$ cat src/rtl/core/fcca_pkg.sv
// Shared types and constants for the FAT12 cluster chain allocator.
// No dependencies; every other file in rtl/core uses it through scoped names.
`timescale 1ns / 1ps
`default_nettype none

package fcca_pkg;

	// Widest table address the ports can name (8192 bytes).
	localparam int unsigned ADDR_W = 13;

	localparam logic [11:0] END_MARK   = 12'hFFF;
	localparam logic [11:0] FREE_ENTRY = 12'h000;
	localparam logic [12:0] SCAN_START = 13'd2;

	typedef enum logic [1:0] {
		MODE_WR_BYTE  = 2'd0,
		MODE_RD_BYTE  = 2'd1,
		MODE_FILE_BLK = 2'd2,
		MODE_NONE     = 2'd3
	} mode_t;

	typedef enum logic [2:0] {
		ST_IDLE,
		ST_RD,
		ST_SCAN_A,
		ST_SCAN_B,
		ST_SCAN_C,
		ST_WR_LO,
		ST_WR_HI,
		ST_DONE
	} state_t;

	// What the current entry pass is doing.
	typedef enum logic [1:0] {
		PH_FIRST,
		PH_LINK,
		PH_FETCH
	} phase_t;

	typedef struct packed {
		logic [1:0]  mode;
		logic [12:0] byte_index;
		logic [7:0]  byte_value;
		logic        last_block;
	} in_word_t;

	typedef struct packed {
		logic [7:0]  read_byte;
		logic [11:0] cluster;
		logic [12:0] sector;
		logic        status;
	} out_word_t;

	typedef struct packed {
		logic              we;
		logic [ADDR_W-1:0] addr;
		logic [7:0]        wdata;
	} ram_req_t;

	// Decoded view of one packed 12-bit entry.
	typedef struct packed {
		logic [ADDR_W-1:0] off_lo;
		logic [ADDR_W-1:0] off_hi;
		logic              fits;
		logic [11:0]       value;
		logic [7:0]        wr_lo;
		logic [7:0]        wr_hi;
	} entry_t;

	typedef struct packed {
		logic      valid;
		out_word_t word;
	} result_t;

endpackage

`default_nettype wire

$ cat src/rtl/core/fcca_entry_unit.sv
// Shared entry unit: byte offsets of a 12-bit entry, table bounds check,
// nibble-split decode and read-modify-write merge. Depends on fcca_pkg.
`timescale 1ns / 1ps
`default_nettype none

module fcca_entry_unit #(
	parameter int unsigned TABLE_BYTES = 8192
) (
	input  wire logic [12:0]    idx,
	input  wire logic [7:0]     b0,
	input  wire logic [7:0]     b1,
	input  wire logic [11:0]    val,
	output fcca_pkg::entry_t    ent
);

	localparam logic [13:0] LAST_OFF = 14'(TABLE_BYTES - 1);

	logic [13:0] off;
	logic [13:0] off_nxt;
	logic        odd;

	// offset = floor(3i/2) = i + i/2
	assign off     = {1'b0, idx} + {2'b00, idx[12:1]};
	assign off_nxt = off + 14'd1;
	assign odd     = idx[0];

	always_comb begin
		ent.off_lo = off[fcca_pkg::ADDR_W-1:0];
		ent.off_hi = off_nxt[fcca_pkg::ADDR_W-1:0];
		ent.fits   = (off < LAST_OFF);
		if (odd) begin
			ent.value = {b1, b0[7:4]};
			ent.wr_lo = {val[3:0], b0[3:0]};
			ent.wr_hi = val[11:4];
		end else begin
			ent.value = {b1[3:0], b0};
			ent.wr_lo = val[7:0];
			ent.wr_hi = {b1[7:4], val[11:8]};
		end
	end

endmodule

`default_nettype wire

$ cat src/rtl/core/fcca_ctrl.sv
// Sequencer: byte access, free-entry scans and entry updates, one table byte
// at a time through the entry unit. Depends on fcca_pkg, fcca_entry_unit.
`timescale 1ns / 1ps
`default_nettype none

module fcca_ctrl #(
	parameter int unsigned TABLE_BYTES   = 8192,
	parameter int unsigned SECTOR_OFFSET = 31
) (
	input  wire logic                clk,
	input  wire logic                arst_n,
	input  wire logic                in_valid,
	input  wire fcca_pkg::in_word_t  in_data,
	output logic                     in_stall,
	input  wire logic [11:0]         highest,
	input  wire logic [7:0]          rdata,
	output fcca_pkg::ram_req_t       ram_req,
	output fcca_pkg::result_t        res,
	input  wire logic                res_take
);

	localparam logic [13:0] TBL_LIM = 14'(TABLE_BYTES);
	localparam logic [12:0] SEC_OFS = 13'(SECTOR_OFFSET);

	fcca_pkg::state_t state_q, state_d;
	fcca_pkg::phase_t phase_q, phase_d;
	logic             open_q, open_d;
	logic [11:0]      cur_q, cur_d;

	logic [12:0] idx_q, idx_d;
	logic [11:0] c_q, c_d;
	logic [11:0] val_q, val_d;
	logic [7:0]  b0_q, b0_d;
	logic [7:0]  b1_q, b1_d;
	logic        last_q, last_d;
	logic        st_q, st_d;
	logic        clv_q, clv_d;
	logic [7:0]  rdb_q, rdb_d;
	logic        rng_q, rng_d;

	logic              in_rng;
	logic              over_lim;
	logic [7:0]        eu_b1;
	fcca_pkg::entry_t  ent;

	assign eu_b1 = (state_q == fcca_pkg::ST_SCAN_C) ? rdata : b1_q;

	fcca_entry_unit #(
		.TABLE_BYTES (TABLE_BYTES)
	) u_entry (
		.idx (idx_q),
		.b0  (b0_q),
		.b1  (eu_b1),
		.val (val_q),
		.ent (ent)
	);

	assign in_rng   = ({1'b0, in_data.byte_index} < TBL_LIM);
	assign over_lim = (idx_q > {1'b0, highest});

	always_comb begin
		state_d = state_q;
		phase_d = phase_q;
		open_d  = open_q;
		cur_d   = cur_q;
		idx_d   = idx_q;
		c_d     = c_q;
		val_d   = val_q;
		b0_d    = b0_q;
		b1_d    = b1_q;
		last_d  = last_q;
		st_d    = st_q;
		clv_d   = clv_q;
		rdb_d   = rdb_q;
		rng_d   = rng_q;

		in_stall      = 1'b1;
		ram_req.we    = 1'b0;
		ram_req.addr  = ent.off_lo;
		ram_req.wdata = ent.wr_lo;

		res.valid            = 1'b0;
		res.word.read_byte   = rdb_q;
		res.word.cluster     = clv_q ? c_q : 12'd0;
		res.word.sector      = clv_q ? (SEC_OFS + {1'b0, c_q}) : 13'd0;
		res.word.status      = st_q;

		case (state_q)
			fcca_pkg::ST_IDLE: begin
				in_stall      = 1'b0;
				ram_req.addr  = in_data.byte_index;
				ram_req.wdata = in_data.byte_value;
				ram_req.we    = in_valid && in_rng &&
				                (in_data.mode == fcca_pkg::MODE_WR_BYTE);
				if (in_valid) begin
					st_d   = 1'b0;
					clv_d  = 1'b0;
					rdb_d  = 8'd0;
					rng_d  = in_rng;
					last_d = in_data.last_block;
					case (in_data.mode)
						fcca_pkg::MODE_RD_BYTE: begin
							state_d = fcca_pkg::ST_RD;
						end
						fcca_pkg::MODE_FILE_BLK: begin
							state_d = fcca_pkg::ST_SCAN_A;
							if (!open_q) begin
								phase_d = fcca_pkg::PH_FIRST;
								idx_d   = fcca_pkg::SCAN_START;
							end else begin
								c_d   = cur_q;
								clv_d = 1'b1;
								if (in_data.last_block) begin
									val_d   = fcca_pkg::END_MARK;
									open_d  = 1'b0;
									phase_d = fcca_pkg::PH_FETCH;
									idx_d   = {1'b0, cur_q};
								end else begin
									phase_d = fcca_pkg::PH_LINK;
									idx_d   = fcca_pkg::SCAN_START;
								end
							end
						end
						default: begin
							state_d = fcca_pkg::ST_DONE;
						end
					endcase
				end
			end

			fcca_pkg::ST_RD: begin
				rdb_d   = rng_q ? rdata : 8'd0;
				state_d = fcca_pkg::ST_DONE;
			end

			fcca_pkg::ST_SCAN_A: begin
				if (phase_q == fcca_pkg::PH_FETCH) begin
					// entry outside the table: drop the update
					state_d = ent.fits ? fcca_pkg::ST_SCAN_B : fcca_pkg::ST_DONE;
				end else if (over_lim || !ent.fits) begin
					// scan exhausted, no free entry
					if (phase_q == fcca_pkg::PH_FIRST) begin
						st_d    = 1'b1;
						state_d = fcca_pkg::ST_DONE;
					end else begin
						st_d    = 1'b1;
						val_d   = fcca_pkg::END_MARK;
						open_d  = 1'b0;
						phase_d = fcca_pkg::PH_FETCH;
						idx_d   = {1'b0, c_q};
					end
				end else if (phase_q == fcca_pkg::PH_LINK && idx_q[11:0] == c_q) begin
					idx_d = idx_q + 13'd1;
				end else begin
					state_d = fcca_pkg::ST_SCAN_B;
				end
			end

			fcca_pkg::ST_SCAN_B: begin
				ram_req.addr = ent.off_hi;
				b0_d         = rdata;
				state_d      = fcca_pkg::ST_SCAN_C;
			end

			fcca_pkg::ST_SCAN_C: begin
				state_d = fcca_pkg::ST_SCAN_A;
				if (phase_q == fcca_pkg::PH_FETCH) begin
					b1_d    = rdata;
					state_d = fcca_pkg::ST_WR_LO;
				end else if (ent.value != fcca_pkg::FREE_ENTRY) begin
					idx_d = idx_q + 13'd1;
				end else if (phase_q == fcca_pkg::PH_FIRST) begin
					c_d   = idx_q[11:0];
					clv_d = 1'b1;
					if (last_q) begin
						val_d   = fcca_pkg::END_MARK;
						open_d  = 1'b0;
						phase_d = fcca_pkg::PH_FETCH;
					end else begin
						phase_d = fcca_pkg::PH_LINK;
						idx_d   = fcca_pkg::SCAN_START;
					end
				end else begin
					// link found: chain continues at this entry
					val_d   = idx_q[11:0];
					cur_d   = idx_q[11:0];
					open_d  = 1'b1;
					phase_d = fcca_pkg::PH_FETCH;
					idx_d   = {1'b0, c_q};
				end
			end

			fcca_pkg::ST_WR_LO: begin
				ram_req.we    = 1'b1;
				ram_req.addr  = ent.off_lo;
				ram_req.wdata = ent.wr_lo;
				state_d       = fcca_pkg::ST_WR_HI;
			end

			fcca_pkg::ST_WR_HI: begin
				ram_req.we    = 1'b1;
				ram_req.addr  = ent.off_hi;
				ram_req.wdata = ent.wr_hi;
				state_d       = fcca_pkg::ST_DONE;
			end

			fcca_pkg::ST_DONE: begin
				res.valid = 1'b1;
				if (res_take) begin
					state_d = fcca_pkg::ST_IDLE;
				end
			end

			default: begin
				state_d = fcca_pkg::ST_IDLE;
			end
		endcase
	end

	always_ff @(posedge clk or negedge arst_n) begin
		if (!arst_n) begin
			state_q <= fcca_pkg::ST_IDLE;
			phase_q <= fcca_pkg::PH_FIRST;
			open_q  <= 1'b0;
			cur_q   <= 12'd0;
		end else begin
			state_q <= state_d;
			phase_q <= phase_d;
			open_q  <= open_d;
			cur_q   <= cur_d;
		end
	end

	always_ff @(posedge clk) begin
		idx_q  <= idx_d;
		c_q    <= c_d;
		val_q  <= val_d;
		b0_q   <= b0_d;
		b1_q   <= b1_d;
		last_q <= last_d;
		st_q   <= st_d;
		clv_q  <= clv_d;
		rdb_q  <= rdb_d;
		rng_q  <= rng_d;
	end

`ifndef NO_ASSERTIONS
	a_we_state: assert property (@(posedge clk) disable iff (!arst_n)
		ram_req.we |-> (state_q == fcca_pkg::ST_IDLE || state_q == fcca_pkg::ST_WR_LO ||
		                state_q == fcca_pkg::ST_WR_HI))
		else $error("table write outside byte access or entry update");

	a_we_range: assert property (@(posedge clk) disable iff (!arst_n)
		ram_req.we |-> ({1'b0, ram_req.addr} < TBL_LIM))
		else $error("table write beyond table");

	a_open_cur: assert property (@(posedge clk) disable iff (!arst_n)
		open_q |-> (cur_q >= 12'd2))
		else $error("open chain holds a reserved cluster number");

	a_fetch_idx: assert property (@(posedge clk) disable iff (!arst_n)
		(state_q == fcca_pkg::ST_SCAN_B && phase_q == fcca_pkg::PH_FETCH)
		|-> (idx_q == {1'b0, c_q}))
		else $error("entry update fetch not at assigned cluster");

	a_wr_seq: assert property (@(posedge clk) disable iff (!arst_n)
		(state_q == fcca_pkg::ST_WR_LO) |=> (state_q == fcca_pkg::ST_WR_HI))
		else $error("entry update split");
`endif

endmodule

`default_nettype wire

$ cat config.mk
export PLATFORM = sky130hd
export DESIGN_NAME = fcca_ctrl
export DESIGN_NICKNAME = d
export VERILOG_FILES = /design/src/rtl/core/fcca_pkg.sv /design/src/rtl/core/fcca_entry_unit.sv /design/src/rtl/core/fcca_ctrl.sv
export SDC_FILE = /design/constraint.sdc
export NUM_CORES = 1
export LEC_CHECK = 0
export BUFFER_PORTS_ARGS = -buffer_cell sky130_fd_sc_hd__buf_2
export CORE_MARGIN = 2
export CORE_UTILIZATION = 38
export DETAILED_ROUTE_END_ITERATION = 6
export PLACE_DENSITY_LB_ADDON = 0.12
export SKIP_LAST_GASP = 1
export SYNTH_ARGS = -nofsm -noshare
export SYNTH_HDL_FRONTEND = slang
export SYNTH_SLANG_ARGS = --single-unit
$ cat constraint.sdc
create_clock -name clk -period 7.42 [get_ports clk]
set_input_delay 1.113 -clock clk [delete_from_list [all_inputs] [get_ports clk]]
set_output_delay 1.113 -clock clk [all_outputs]
set_load 0.02 [all_outputs]
==> metrics.log <==
INFO  metric p_per_area = 484 mW/mm²
INFO  metric initial_utilization = approximately 39%
INFO  metric cts_buffer_depth = 2
INFO  metric drtPass1Iterations = 7
INFO  metric worst_slew_pin_slew = about 1.1 ns
INFO  metric syn_area_per_cell = a little over 9 µm²
INFO  metric finalHoldWorstSlack = 0.520 ns
INFO  metric synth_cells = 701
INFO  metric p_seq_share = about a fifth
INFO  metric seq_area_frac_synth = a little under two fifths
INFO  metric setup.worst_path.start_class = register
INFO  metric fillers = 1,632
INFO  metric htree_num_levels = 3
INFO  metric drv.max_cap_violation_count = 0
INFO  metric min_period_over_period = 67.5%
INFO  metric placed_cell_area = 0.00708 mm²
INFO  metric vias_in_the_first_global_route = 5,549
INFO  metric routed_wirelength = 18,300 µm
INFO  metric post-route-drc-count = 0
INFO  metric final_sum_of_negative_setup_slack = 0 ns
INFO  metric cts_tree = built
INFO  metric clock_period_minus_final_worst_setup_slack = around 5.0 ns
INFO  metric post-place-cells = 993
INFO  metric yosys-top-cells-area = sky130_fd_sc_hd__edfxtp_1, sky130_fd_sc_hd__dfrtp_1, sky130_fd_sc_hd__ha_1
INFO  metric via_count = approximately 5,600
INFO  metric routed_wire_length_per_instance = 18.2 µm
INFO  metric max_fo_critical_path = 26
INFO  metric cp_data_required_time = 6.31 ns
INFO  metric antenna-diode-count = 0
INFO  metric floorplan.die_area = 0.0179 mm²
INFO  metric grt_max_degree = 38
INFO  metric synth-seq-cells = 82
INFO  metric preCtsSetupSlack = 2.78 ns
INFO  metric cts-root-buf = sky130_fd_sc_hd__clkbuf_16
INFO  metric floorplan.die.height = 134 µm
INFO  metric final_max_slew_violation_count = 0
INFO  metric power.share.switching = 51.9%
INFO  metric setup_repair_after_global_routing_missed_its_margin = no
INFO  metric timing.max_slew.rel_slack = 25.7%
INFO  metric hold_viol = 0
INFO  metric top_layer = met4
INFO  metric final-instance-count-excl-fill = between 1,000 and 1,500
INFO  metric worst_slack = approximately 2.4 ns
INFO  metric power_leakage = 3.02 nW
INFO  metric hold_path.class = reg -> reg
INFO  metric cts.sinks = 82
INFO  metric timing.critical_path.to_type = output port
INFO  metric clkPwrFrac = 13.0%
INFO  metric yosys.cell_types.count = a little over 80
INFO  metric grt_first_pass_wirelength = 29,200 µm
INFO  metric met2WireLength = 8770 µm
INFO  metric area.growth.synth_to_final = 15.4%
INFO  metric cts_resized = 0
INFO  metric clock_skew = 0.00840 ns
INFO  metric power.net_switching = between 1.5 and 2 mW
INFO  metric design.portCount = 106
INFO  metric synth_top_cell_by_area = sky130_fd_sc_hd__edfxtp_1
INFO  metric clock.fmax = 0.200 GHz
INFO  metric cts_buffers = 9
INFO  metric cp.arrival = 3.89 ns
INFO  metric ir_worst_vdd = between 0.3 and 0.4 mV
INFO  metric post-route-util = approximately 45%
INFO  metric total_power = 3.57 mW
INFO  metric synth_top_area_share = 30.0%
INFO  metric cts_hold_buf = 0
INFO  metric postSynthNetCount = 782
INFO  metric placement.io_buffers = 105
INFO  metric coreArea = between 0.015 and 0.02 mm²
INFO  metric synth_async_sr_flop_share = 22.0%
INFO  metric post-cts-setup-buffers = 0
INFO  metric antenna_violating_nets_post_route = 0
INFO  metric final_cell_area = roughly 0.0074 mm²
INFO  metric design.final.nets = 865
INFO  metric mappedNetlistArea = between 0.006 and 0.007 mm²
INFO  metric fp.dieW = 134 µm
INFO  metric wl_met3 = 974 µm
INFO  metric critical_path_class = reg -> out
INFO  metric avgViaCountPerCell = 5.58
INFO  metric grt_util_all_layers = between 20% and 30%
INFO  metric run_status = completed
INFO  metric layout_common_cells = sky130_fd_sc_hd__buf_2, sky130_fd_sc_hd__nand2_1, sky130_fd_sc_hd__edfxtp_1
INFO  metric clkTransAtPathRegs = roughly 0.06 ns
INFO  metric power.share.combinational = around 66%
INFO  metric place.detailed.hpwl = approximately 14,000 µm
INFO  metric met1_length = 8200 µm
INFO  metric count_of_flip_flops_with_a_built_in_enable_after_synthesis = 64
INFO  metric drt_first_iter_violations = 325
INFO  metric clock_latency = 0.34 ns
INFO  metric global_route.overflow_total = 0
INFO  metric intPower = 1.72 mW
INFO  metric fp-row-count = 47
INFO  metric final_common_cell = sky130_fd_sc_hd__buf_2
INFO  metric synth_top_flop_cell = sky130_fd_sc_hd__edfxtp_1
INFO  metric grt_antenna_before_repair = 0
INFO  metric layout_cells_sized_above_1 = between 20% and 30%
INFO  metric yosys_warnings = 0
INFO  metric routability_congestion = 0.838
INFO  metric setup_viol_count_final = 0
## layer usage
| layer | track usage [%] | up-vias |
|---|---|---|
| li1 | - | 2725 |
| met1 | 27.8 | 2687 |
| met4 | 7.33 | 0 |
| met3 | 2.31 | 26 |
| met5 | 0 | - |
| met2 | 34.2 | 194 |
## power groups by stage
stage	combinational [mW]	clock, mW	sequential [mW]
6_report	2.36	0.463	0.752
5_1_grt	2.58	0.483	0.766
4_1_cts	2.35	0.467	0.751
3_5_place_dp	2.34	0	0.760
3_3_place_gp	2.32	0	0.757
2_1_floorplan	1.76	0	0.716
## path summary, 6_finish.rpt
| check | slack, ns | start | cells after the start | end |
|---|---|---|---|---|
| hold reg to reg | 0.52 | cur_q[2] | 2 | cur_q[2] |
| setup / recovery | 2.41 | idx_q[0] | 13 | ram_req[20] |
| min in group asynchronous | 0.72 | arst_n | 1 | cur_q[7] |
| hold / removal | 0.52 | cur_q[2] | 2 | cur_q[2] |
| max in group asynchronous | 6.36 | arst_n | 1 | cur_q[2] |
| setup reg to reg | 3.53 | idx_q[8] | 8 | val_q[9] |
## critical path: stages (launching register included)
cell and delay [ns]:
sky130_fd_sc_hd__edfxtp_1 0.32, sky130_fd_sc_hd__buf_4 0.34, sky130_fd_sc_hd__ha_1 0.34, sky130_fd_sc_hd__inv_1 0.08, sky130_fd_sc_hd__fa_1 0.43, sky130_fd_sc_hd__nand2b_1 0.20, sky130_fd_sc_hd__a21oi_1 0.22, sky130_fd_sc_hd__xor2_2 0.34
sky130_fd_sc_hd__nand4_2 0.26, sky130_fd_sc_hd__nor4_4 0.35, sky130_fd_sc_hd__a31o_1 0.20, sky130_fd_sc_hd__a21oi_1 0.07, sky130_fd_sc_hd__a211oi_2 0.20, sky130_fd_sc_hd__buf_2 0.21
## kinds of logic (layout without fill, tap and decap cells)
logic type      after synthesis  count (layout)  share of synthesized area [%]
simple gates                268             268                           21.7
mux                          30              30                           4.91
fa+ha+maj                    34              34                           6.72
compound gates              171             171                           18.6
buf+inv                      73             161                           4.77
flops                        82              82                           37.1
xor+xnor                     43              43                           6.23
## area by class of cell
| type | count | area [µm²] | share of cell area, % |
|---|---|---|---|
| Tap cell | 220 | 275 | 3.73 |
| Clock buffer | 9 | 225 | 3.05 |
| Sequential cell | 82 | 2370 | 32.1 |
| Inverter | 33 | 124 | 1.68 |
| Timing Repair Buffer | 112 | 578 | 7.82 |
| Clock inverter | 7 | 83.8 | 1.13 |
| Multi-Input combinational cell | 546 | 3730 | 50.5 |
## cell usage after synthesis, types with 10 or more instances
cell and count:
sky130_fd_sc_hd__nand2_1 86, sky130_fd_sc_hd__edfxtp_1 64, sky130_fd_sc_hd__nor2_1 49, sky130_fd_sc_hd__a21oi_1 41, sky130_fd_sc_hd__o21ai_0 39, sky130_fd_sc_hd__and2_1 36
sky130_fd_sc_hd__inv_1 33, sky130_fd_sc_hd__ha_1 32, sky130_fd_sc_hd__clkbuf_1 23, sky130_fd_sc_hd__xor2_1 22, sky130_fd_sc_hd__mux2i_1 19, sky130_fd_sc_hd__dfrtp_1 18
sky130_fd_sc_hd__xnor2_1 18, sky130_fd_sc_hd__nand3_1 15, sky130_fd_sc_hd__nand4_1 11, sky130_fd_sc_hd__mux2_2 10, sky130_fd_sc_hd__nor2b_1 10, sky130_fd_sc_hd__o22ai_1 10
## state kept, by name (all words and copies together) (netlist names)
signal / flops
last_q: 1
cur_q: 12
st_q: 1
c_q: 12
b1_q: 8
idx_q: 13
state_q: 3
phase_q: 2
clv_q: 1
b0_q: 8
rdb_q: 8
open_q: 1
val_q: 12
No activity file was read; power rests on OpenSTA's default activity.
